===== config.mk =====
export PLATFORM = sky130hd
export DESIGN_NAME = decimal_precision_square_root_unit
export DESIGN_NICKNAME = d
export VERILOG_FILES = /design/src/rtl/core/dpsr_pkg.sv /design/src/rtl/core/dpsr_sq.sv /design/src/rtl/core/decimal_precision_square_root_unit.sv
export VERILOG_INCLUDE_DIRS = /design/src /design/src/rtl/core
export SDC_FILE = /design/constraint.sdc
export NUM_CORES = 2
export LEC_CHECK = 0
export BUFFER_PORTS_ARGS = -buffer_cell sky130_fd_sc_hd__clkbuf_2
export CAP_MARGIN = 15
export CORE_ASPECT_RATIO = 0.9
export CORE_UTILIZATION = 50
export DETAILED_ROUTE_END_ITERATION = 12
export PLACE_DENSITY = 0.66
export SLEW_MARGIN = 20
export SYNTH_ARGS = -nofsm -noshare
export SYNTH_HDL_FRONTEND = slang
export SYNTH_SLANG_ARGS = --single-unit
export TNS_END_PERCENT = 5

===== constraint.sdc =====
create_clock -name clk -period 11.1 [get_ports clk]
set_input_delay 0.555 -clock clk [delete_from_list [all_inputs] [get_ports clk]]
set_output_delay 0.555 -clock clk [all_outputs]
set_load 0.01 [all_outputs]

===== src/rtl/core/decimal_precision_square_root_unit_assert.svh =====
// ----------------------------------------------------------------------------
// Assertion macros for the decimal-precision square root unit
// Clocked implication checks, gated off while reset is held.
// ----------------------------------------------------------------------------
`ifndef DECIMAL_PRECISION_SQUARE_ROOT_UNIT_ASSERT_SVH
`define DECIMAL_PRECISION_SQUARE_ROOT_UNIT_ASSERT_SVH

// same-cycle implication
`define DPSR_ASSERT_SAME(label, clk, rst_n, ante, cons) \
  label: assert property (@(posedge clk) disable iff (!rst_n) (ante) |-> (cons)) \
    else $error("dpsr same-cycle check failed");

// next-cycle implication
`define DPSR_ASSERT_NEXT(label, clk, rst_n, ante, cons) \
  label: assert property (@(posedge clk) disable iff (!rst_n) (ante) |=> (cons)) \
    else $error("dpsr next-cycle check failed");

`endif


===== src/rtl/core/dpsr_pkg.sv =====
// ----------------------------------------------------------------------------
// dpsr_pkg
// Widths, limits and sequencer states of the decimal-precision square root.
// ----------------------------------------------------------------------------
package dpsr_pkg;

  localparam int IN_W       = 32;
  localparam int MAX_DIGITS = 4;
  localparam int CFG_W      = 3;
  localparam int HALF_W     = (IN_W + 1) / 2;
  localparam int BIT_IDX_W  = (HALF_W > 1) ? $clog2(HALF_W) : 1;
  localparam int ROOT_W     = HALF_W + $clog2(10 ** MAX_DIGITS);
  localparam int TGT_W      = IN_W + $clog2(10 ** (2 * MAX_DIGITS));
  localparam int PROD_W     = 2 * ROOT_W;
  localparam int IN_TDATA_W  = ((IN_W + 7) / 8) * 8;
  localparam int OUT_TDATA_W = ((ROOT_W + 7) / 8) * 8;
  localparam int DCNT_W     = $clog2(MAX_DIGITS + 1);
  localparam longint ROOT_MAX = (longint'(10) ** MAX_DIGITS) * (longint'(1) << HALF_W) - 1;
  localparam logic [CFG_W-1:0] DIGITS_RESET = CFG_W'(3);

  typedef enum logic [2:0] {
    S_IDLE,
    S_INT_MUL,
    S_INT_CMP,
    S_DIG_SCALE,
    S_DIG_MUL,
    S_DIG_CMP,
    S_DONE
  } state_t;

endpackage


===== src/rtl/core/dpsr_sq.sv =====
// ----------------------------------------------------------------------------
// dpsr_sq
// Shared registered squaring unit used for every trial of the search.
// ----------------------------------------------------------------------------
module dpsr_sq (
  input  logic                          clk,
  input  logic [dpsr_pkg::ROOT_W-1:0]   operand,
  output logic [dpsr_pkg::PROD_W-1:0]   square
);

  logic [dpsr_pkg::PROD_W-1:0] square_r;
  logic [dpsr_pkg::PROD_W-1:0] square_nxt;

  assign square_nxt = dpsr_pkg::PROD_W'(operand) * dpsr_pkg::PROD_W'(operand);

  always_ff @(posedge clk) begin
    square_r <= square_nxt;
  end

  assign square = square_r;

endmodule


===== src/rtl/core/decimal_precision_square_root_unit.sv =====
// ----------------------------------------------------------------------------
// decimal_precision_square_root_unit
// Returns floor(sqrt(radicand) * 10^digits) for one radicand per word.
// ----------------------------------------------------------------------------
// One word is taken at a time; in_tready is high only while the sequencer is
// idle. A word is taken in, then the integer part is found over 16 result bits
// (one squaring and one compare per result bit), then each decimal digit gets
// a scaling step and one squaring and compare per trial, n+1 trials where n
// (0..9) is the digit value; last the result loads the output register once
// it is empty or being taken. All trials share the one squaring unit.
// A finished result waits in its output register while the next word starts.
// Digit counts above 4 act as 4. Reset leaves the digit count at 3.
// ----------------------------------------------------------------------------
`include "decimal_precision_square_root_unit_assert.svh"

module decimal_precision_square_root_unit (
  input  logic                               clk,
  input  logic                               rst_n,
  input  logic                               in_tvalid,
  output logic                               in_tready,
  input  logic [dpsr_pkg::IN_TDATA_W-1:0]    in_tdata,   // [31:0] radicand
  output logic                               out_tvalid,
  input  logic                               out_tready,
  output logic [dpsr_pkg::OUT_TDATA_W-1:0]   out_tdata,  // [29:0] scaled_root, then zero pad
  input  logic                               cfg_valid,
  output logic                               cfg_ready,
  input  logic [dpsr_pkg::CFG_W-1:0]         cfg_data    // decimal_digits
);

  dpsr_pkg::state_t state_r, state_nxt;

  logic [dpsr_pkg::CFG_W-1:0]     digits_r, digits_nxt;
  logic [dpsr_pkg::DCNT_W-1:0]    dleft_r, dleft_nxt;
  logic [dpsr_pkg::BIT_IDX_W-1:0] bit_r, bit_nxt;
  logic [dpsr_pkg::ROOT_W-1:0]    root_r, root_nxt;
  logic [dpsr_pkg::TGT_W-1:0]     target_r, target_nxt;
  logic                           out_valid_r, out_valid_nxt;
  logic [dpsr_pkg::ROOT_W-1:0]    out_root_r, out_root_nxt;

  logic [dpsr_pkg::ROOT_W-1:0]    trial_bit;
  logic [dpsr_pkg::ROOT_W-1:0]    trial_int;
  logic [dpsr_pkg::ROOT_W-1:0]    trial_inc;
  logic [dpsr_pkg::ROOT_W-1:0]    sq_operand;
  logic [dpsr_pkg::PROD_W-1:0]    square;
  logic                           fits;
  logic                           in_accept;
  logic                           cfg_accept;
  logic [dpsr_pkg::DCNT_W-1:0]    digits_sat;

  dpsr_sq u_sq (
    .clk     (clk),
    .operand (sq_operand),
    .square  (square)
  );

  assign trial_bit  = dpsr_pkg::ROOT_W'(1) << bit_r;
  assign trial_int  = root_r | trial_bit;
  assign trial_inc  = root_r + dpsr_pkg::ROOT_W'(1);
  assign sq_operand = (state_r == dpsr_pkg::S_INT_MUL) ? trial_int : trial_inc;
  assign fits       = square <= dpsr_pkg::PROD_W'(target_r);

  assign in_tready  = (state_r == dpsr_pkg::S_IDLE);
  assign in_accept  = in_tvalid & in_tready;
  assign cfg_ready  = 1'b1;
  assign cfg_accept = cfg_valid & cfg_ready;

  assign digits_sat = (digits_r > dpsr_pkg::CFG_W'(dpsr_pkg::MAX_DIGITS)) ?
                      dpsr_pkg::DCNT_W'(dpsr_pkg::MAX_DIGITS) :
                      dpsr_pkg::DCNT_W'(digits_r);

  assign out_tvalid = out_valid_r;
  assign out_tdata  = dpsr_pkg::OUT_TDATA_W'(out_root_r);

  always_ff @(posedge clk) begin
    if (!rst_n) begin
      state_r     <= dpsr_pkg::S_IDLE;
      digits_r    <= dpsr_pkg::DIGITS_RESET;
      out_valid_r <= 1'b0;
    end else begin
      state_r     <= state_nxt;
      digits_r    <= digits_nxt;
      out_valid_r <= out_valid_nxt;
    end
  end

  always_ff @(posedge clk) begin
    dleft_r    <= dleft_nxt;
    bit_r      <= bit_nxt;
    root_r     <= root_nxt;
    target_r   <= target_nxt;
    out_root_r <= out_root_nxt;
  end

  always_comb begin
    state_nxt     = state_r;
    digits_nxt    = cfg_accept ? cfg_data : digits_r;
    dleft_nxt     = dleft_r;
    bit_nxt       = bit_r;
    root_nxt      = root_r;
    target_nxt    = target_r;
    out_root_nxt  = out_root_r;
    out_valid_nxt = out_valid_r & ~out_tready;

    case (state_r)
      dpsr_pkg::S_IDLE: begin
        if (in_accept) begin
          target_nxt = dpsr_pkg::TGT_W'(in_tdata[dpsr_pkg::IN_W-1:0]);
          root_nxt   = '0;
          bit_nxt    = dpsr_pkg::BIT_IDX_W'(dpsr_pkg::HALF_W - 1);
          dleft_nxt  = digits_sat;
          state_nxt  = dpsr_pkg::S_INT_MUL;
        end
      end
      dpsr_pkg::S_INT_MUL: begin
        state_nxt = dpsr_pkg::S_INT_CMP;
      end
      dpsr_pkg::S_INT_CMP: begin
        if (fits) begin
          root_nxt = trial_int;
        end
        if (bit_r == '0) begin
          state_nxt = (dleft_r == '0) ? dpsr_pkg::S_DONE : dpsr_pkg::S_DIG_SCALE;
        end else begin
          bit_nxt   = bit_r - dpsr_pkg::BIT_IDX_W'(1);
          state_nxt = dpsr_pkg::S_INT_MUL;
        end
      end
      dpsr_pkg::S_DIG_SCALE: begin
        root_nxt   = (root_r << 3) + (root_r << 1);
        target_nxt = (target_r << 6) + (target_r << 5) + (target_r << 2);
        dleft_nxt  = dleft_r - dpsr_pkg::DCNT_W'(1);
        state_nxt  = dpsr_pkg::S_DIG_MUL;
      end
      dpsr_pkg::S_DIG_MUL: begin
        state_nxt = dpsr_pkg::S_DIG_CMP;
      end
      dpsr_pkg::S_DIG_CMP: begin
        if (fits) begin
          root_nxt  = trial_inc;
          state_nxt = dpsr_pkg::S_DIG_MUL;
        end else begin
          state_nxt = (dleft_r == '0) ? dpsr_pkg::S_DONE : dpsr_pkg::S_DIG_SCALE;
        end
      end
      dpsr_pkg::S_DONE: begin
        if (!out_valid_r || out_tready) begin
          out_root_nxt  = root_r;
          out_valid_nxt = 1'b1;
          state_nxt     = dpsr_pkg::S_IDLE;
        end
      end
      default: begin
        state_nxt = dpsr_pkg::S_IDLE;
      end
    endcase
  end

  `DPSR_ASSERT_SAME(a_out_range, clk, rst_n, out_valid_r,
    longint'(out_root_r) <= dpsr_pkg::ROOT_MAX)
  `DPSR_ASSERT_NEXT(a_start, clk, rst_n, in_accept,
    (state_r == dpsr_pkg::S_INT_MUL) && (root_r == '0))
  `DPSR_ASSERT_SAME(a_dleft, clk, rst_n, state_r != dpsr_pkg::S_IDLE,
    dleft_r <= dpsr_pkg::DCNT_W'(dpsr_pkg::MAX_DIGITS))

endmodule

# After elaboration in Yosys (flattened, before gate mapping)

Cells that the tools add are included.

Flip-flop bits (word level): 193
Bits of input ports: 40
Output and inout port bits: 35
Logic and storage cells: 68

Add/subtract/negate cells: 6
Multipliers: 1
$lt $le $gt $ge: 2
Eq/ne operators: 11
Shift operators: 1
Muxes and demuxes: 21
Bitwise logic cells: 4
Reductions and logical operators: 13

Operators by type and width:

| cell                                                | count |
|---|---|
| 2-to-1 mux 30 bit                                   | 4 |
| case mux 30 bit (4 select lines)                    | 1 |
| adder 59 bit                                        | 2 |
| case mux 59 bit (2 select lines)                    | 1 |
| <= comparator 60 x 59 -> 1 bit                      | 1 |
| multiplier 30 x 30 -> 60 bit                        | 1 |
| 2-to-1 mux 59 bit                                   | 1 |
| adder 30 x 1 -> 30 bit, second input constant       | 1 |
| adder 30 bit                                        | 1 |
| OR 30 bit                                           | 1 |
| << shifter 1 x 4 -> 30 bit, first input constant    | 1 |
| 2-to-1 mux 3 bit                                    | 7 |
| case mux 3 bit (7 select lines)                     | 1 |
| equality test 3 bit, second input constant          | 3 |
| 2-to-1 mux 4 bit                                    | 2 |
| inequality test 2 bit, second input constant        | 4 |
| case mux 4 bit (2 select lines)                     | 1 |
| equality test 3 x 2 -> 1 bit, second input constant | 2 |
| logical NOT 3 bit                                   | 2 |
| case mux 3 bit (2 select lines)                     | 1 |
| AND reduction 2 bit                                 | 3 |
| logical NOT 4 bit                                   | 1 |
| AND reduction 4 bit                                 | 1 |
| nonzero test 2 bit                                  | 2 |
| other kinds (12)                                    | 14 |

# Logic depth before layout (Yosys ltp)

Depth after elaboration: 4
Mapped depth: 38
Mapped depth without buffers: 34

# Modules after synthesis

A second synthesis with hierarchy kept.

Cell total of the unflattened synthesis: 4,359
Area, all modules: 40,427.5 sq um

By module, submodules not included:

| module                             | times used | cells an instance | area each (sq um) | seq. area each (sq um) |
|---|---|---|---|---|
| dpsr_sq                            | 1          | 2,908             | 27,158.5          | 1,181.1 |
| decimal_precision_square_root_unit | 1          | 1,451             | 13,269.0          | 3,923.8 |

# Least setup slack after synthesis

Ideal clock, no wire load.

Path kind: reg2reg
Start: register root_r[1] (netlist name)
End: register u_sq.square_r (netlist bit u_sq.square[49])
Library setup time: 0.124 ns
Data arrival time: 8.892 ns
Required time: 10.976 ns
Slack: 2.083 ns
Stages on the path, launching flop included: 33
Buffers on the path: 2
Clock period less this slack: 9.017 ns
Cells stage by stage: edfxtp_1 > ha_1 > and3_1 > nand3_1 > or3_1 > buf_2 > nor3_1 > mux2i_1 > inv_1 > buf_2 > nor2_1 > fa_1 > fa_1 > fa_1 > inv_1 > fa_1 > inv_1 > fa_1 > inv_1 > fa_1 > inv_1 > fa_1 > fa_1 > ha_1 > a21oi_1 > o21ai_0 > a221o_1 > a32o_1 > a31oi_2 > a21oi_1 > o21ai_0 > a21oi_1 > a2111o_1

Longest elaborated chain between the ends: 3
Elaborated cells between the ends (all ways): 4
Classes of those cells: add/sub: 1; mul: 1; mux: 1; bitwise: 1

RTL lines:

| what                                                | line                                                                               | source |
|---|---|---|
| start, declared                                     | decimal_precision_square_root_unit.sv:35                                           | `logic [dpsr_pkg::ROOT_W-1:0] root_r, root_nxt;` |
| start signal, assigned                              | decimal_precision_square_root_unit.sv:89                                           | `root_r <= root_nxt;` |
| adder 30 x 1 -> 30 bit or OR 30 bit (tied branches) | decimal_precision_square_root_unit.sv:58, decimal_precision_square_root_unit.sv:57 |  |
| 2-to-1 mux 30 bit (*)                               | decimal_precision_square_root_unit.sv:59                                           | `assign sq_operand = (state_r == dpsr_pkg::S_INT_MUL) ? trial_int : trial_inc;` |
| multiplier 30 x 30 -> 60 bit (*)                    | dpsr_sq.sv:14                                                                      | `assign square_nxt = dpsr_pkg::PROD_W'(operand) * dpsr_pkg::PROD_W'(operand);` |
| net u_sq.square_nxt (one bit)                       | dpsr_sq.sv:12                                                                      | `logic [dpsr_pkg::PROD_W-1:0] square_nxt;` |
| end signal, assigned                                | dpsr_sq.sv:17                                                                      | `square_r <= square_nxt;` |
| end, declared                                       | dpsr_sq.sv:11                                                                      | `logic [dpsr_pkg::PROD_W-1:0] square_r;` |

Mark *: on every way through the listed nets, which the timed path passes. The rest lies on a longest branch.
A chain may end at the register's enable or synchronous reset.

# Final worst setup path

Start: register root_r[0] (netlist name)
End: register u_sq.square_r (netlist bit u_sq.square[52])

Same word-level chain as after synthesis.

==> metrics <==
CTS Buffer Depth 2; CP endpoint kind register; H-tree Lvls 4; Critical R2R Launch root_r[0]; Syn-to-layout area delta 5.53%; Die ar. 80700 um^2; actual slew at the worst max-slew pin 1.08 ns; Num CTS Buffers 17; Crit. Startpoint root_r[0]; max-slew violation count 0; Post-CTS Resized 0; Initial Utilization 0.508; Post-CTS Setup Repair Bufs 0; RD Place Congestion 0.976; Die Ht roughly 270 um; Synth Cell Area 39800 um^2; mean post-synth cell area between 9 and 10 um^2; largest net degree at the start of global routing 88; max-cap viol count 0; Met3 Wirelength 8550 um; Worst Setup Path Type register to register; GRT Total Usage 0.285; R2R cell count 30; status finished, final reports clean; first drt pass iteration count 8; Fmax achieved between 90 and 100 MHz; R2R Path End u_sq.square[52]; Root Buffer clkbuf_16; post-route ant nets 0; hpwl dp 92600 um; worst skew pair latency 0.48 ns; Setup-failing EPs final 0; Syn Inst Count about 4300; Max-Slew Margin vs Limit 0.274; peak per-stage delay on the critical path roughly 0.56 ns; Worst Setup Start Kind register; RSZ-0062 raised after global routing no; asr flop ratio synth 0; crit path to u_sq.square[52]; WP data arrival 10.82 ns; Crit path top cell by count fa_1; CTS tree yes; Site Rows 97; Seq/Total Area, Yosys 0.128; Post-synth EDFFs ~130; synthesized flop and latch total approximately 190; top cell type's share of synthesized area 0.378; post-synth cell types 95; Post-synth top flop edfxtp_1; vias per inst about 5.5; Tcrit/Tclk final 0.943; CORE AREA 78300 um^2; leading area contributor after synthesis fa_1; wire length per cell 20.8 um; vias 29700; Hold Fails Final Rpt 0; Critical-path top delay cell edfxtp_1; die width between 200 and 300 um; top-level port count 75; share of layout cells above drive strength 1 0.0592; setup total negative slack 0 ns; critical-path maximum fanout 12; M1 WL 49200 um; initial DRC count 2298; vias in the first global route 31000; Setup Skew 0.0248 ns; highest metal used met4; minimum clock period ~10 ns; Met2 Wirelength 50100 um; Post-CTS Hold Fix Bufs 0; CP required 11.46 ns; Hold Crit Class primary input to register; initial antenna violation count 1; synth top area cells fa_1 (38%), ha_1 (12%), inv_1 (9.5%); reg2reg setup slack 0.64 ns; DRC viols 0; first-pass GRT wire length 176000 um; overall routed net length 112000 um; clock slew seen by the registers of the worst setup and hold paths approximately 0.080 ns; total congestion overflow 0; Syn. warnings 0; Port Buf Inserts 71; nets@finish 5511; clock sink count 192
[metal layers]
metal	GRT usage	vias up
met2	0.440	1100
met4	0.0933	0
met3	0.0525	231
met1	0.404	14800
li1	-	13500
met5	0	-
[worst min-delay path by stage]
stage	from	end	slack (ns)	cells past startpoint
CTS	cfg_data[1]	digits_r[1]	0.29	3
global route	cfg_data[1]	digits_r[1]	0.32	3
detailed placement	digits_r[1]	digits_r[1]	0.46	2
floorplan	root_r[28]	out_root_r[28]	0.42	0
global placement	digits_r[1]	digits_r[1]	0.46	2
finish	cfg_data[1]	digits_r[1]	0.32	3
[through the flow]
step | setup WS (ns) | cell area (um^2) | std cells | util | hold WS, ns
2_1_floorplan | 2.08 | 39800 | 4317 | - | 0.424
3_3_place_gp | 0.876 | 41400 | 5349 | 0.528 | 0.457
3_5_place_dp | 0.843 | 41400 | 5349 | 0.528 | 0.464
4_1_cts | 0.807 | 42000 | 5381 | 0.536 | 0.294
5_1_grt | 0.235 | 42000 | 5381 | 0.536 | 0.318
6_report | 0.638 | 42000 | 5384 | 0.536 | 0.319
[sequential cells by signal (all words and copies together) (netlist names)]
register and cells:
target_r 59, u_sq.square 59, out_root_r 30, root_r 30, bit_r 4, digits_r 3
dleft_r 3, state_r 3, out_tvalid 1
[layout make-up]
cell class                      count  area [um^2]
Fill cell                        7238        36300
Sequential cell                   192         5100
Inverter                         1024         3840
Multi-Input combinational cell   2959        30300
Clock inverter                     14          168
Antenna cell                        3         7.51
Timing Repair Buffer              135          836
Clock buffer                       18          429
Tap cell                         1039         1300
[cells in the mapped netlist (6+ instances only)]
master    instances
or3_1             9
o31ai_1           8
buf_1             9
inv_1          1010
mux2i_1          23
nand2_1         406
nor2_1          333
nor3b_1          10
ha_1            391
a211oi_1         16
edfxtp_1        126
buf_4             9
xnor2_1          87
a21boi_0          6
and3_1           28
a21o_1          102
mux2_2            7
a22oi_1           6
o211ai_1         11
a21oi_1         173
dfxtp_1          66
nor2b_1          14
o21ai_0         139
or2_2            13
o221ai_1         10
nand3_1          40
o21ai_1          11
buf_2            36
nor3_1           34
nand2b_1         18
inv_2            11
o22ai_1          10
fa_1            751
nand4_1          39
o21bai_1         32
clkbuf_1         83
a31oi_1          30
xor2_1           59
o21a_1           16
a221oi_1          6
and2_1           17
[worst max-delay path: cells and delay by family (launching register included)]
family                     cells  cell delay [ns]
AOI/OAI and AO/OA              7             2.20
xor gates and xnor gates       1             0.14
adders and majority gates     10             4.58
buffers and inverters          5             0.58
DFF                            1             0.56
muxes                          1             0.31
and+or+nand+nor                6             1.94
[logic make-up after synthesis]
kind of cell	after synthesis	synth area share
multiplexers	31	0.00812
other	2	0.000189
AO/OA/AOI/OAI	634	0.102
adder cells (fa/ha/maj)	1142	0.501
buffers and inverters	1166	0.112
AND/OR/NAND/NOR	995	0.111
XOR/XNOR	154	0.0368
flip-flops	192	0.128
[cells in the final DEF, fill, tap and decap left out, types with 18 or more instances in the layout]
cell,synthesis,layout
nand4_1,39,39
o21bai_1,32,32
nand2b_1,18,18
clkbuf_2,4,71
edfxtp_1,126,126
xnor2_1,87,85
buf_4,9,64
nor2_1,333,332
o21ai_0,139,138
ha_1,391,391
fa_1,751,751
nand3_1,40,39
dfxtp_1,66,66
nand2_1,406,405
mux2i_1,23,19
and3_1,28,28
a21o_1,102,102
nor3_1,34,34
xor2_1,59,58
a31oi_1,30,30
inv_1,1010,1010
a21oi_1,173,173
Power is not shown: default switching activity piles up to over one toggle a cycle in this logic, so the estimate is an artifact.
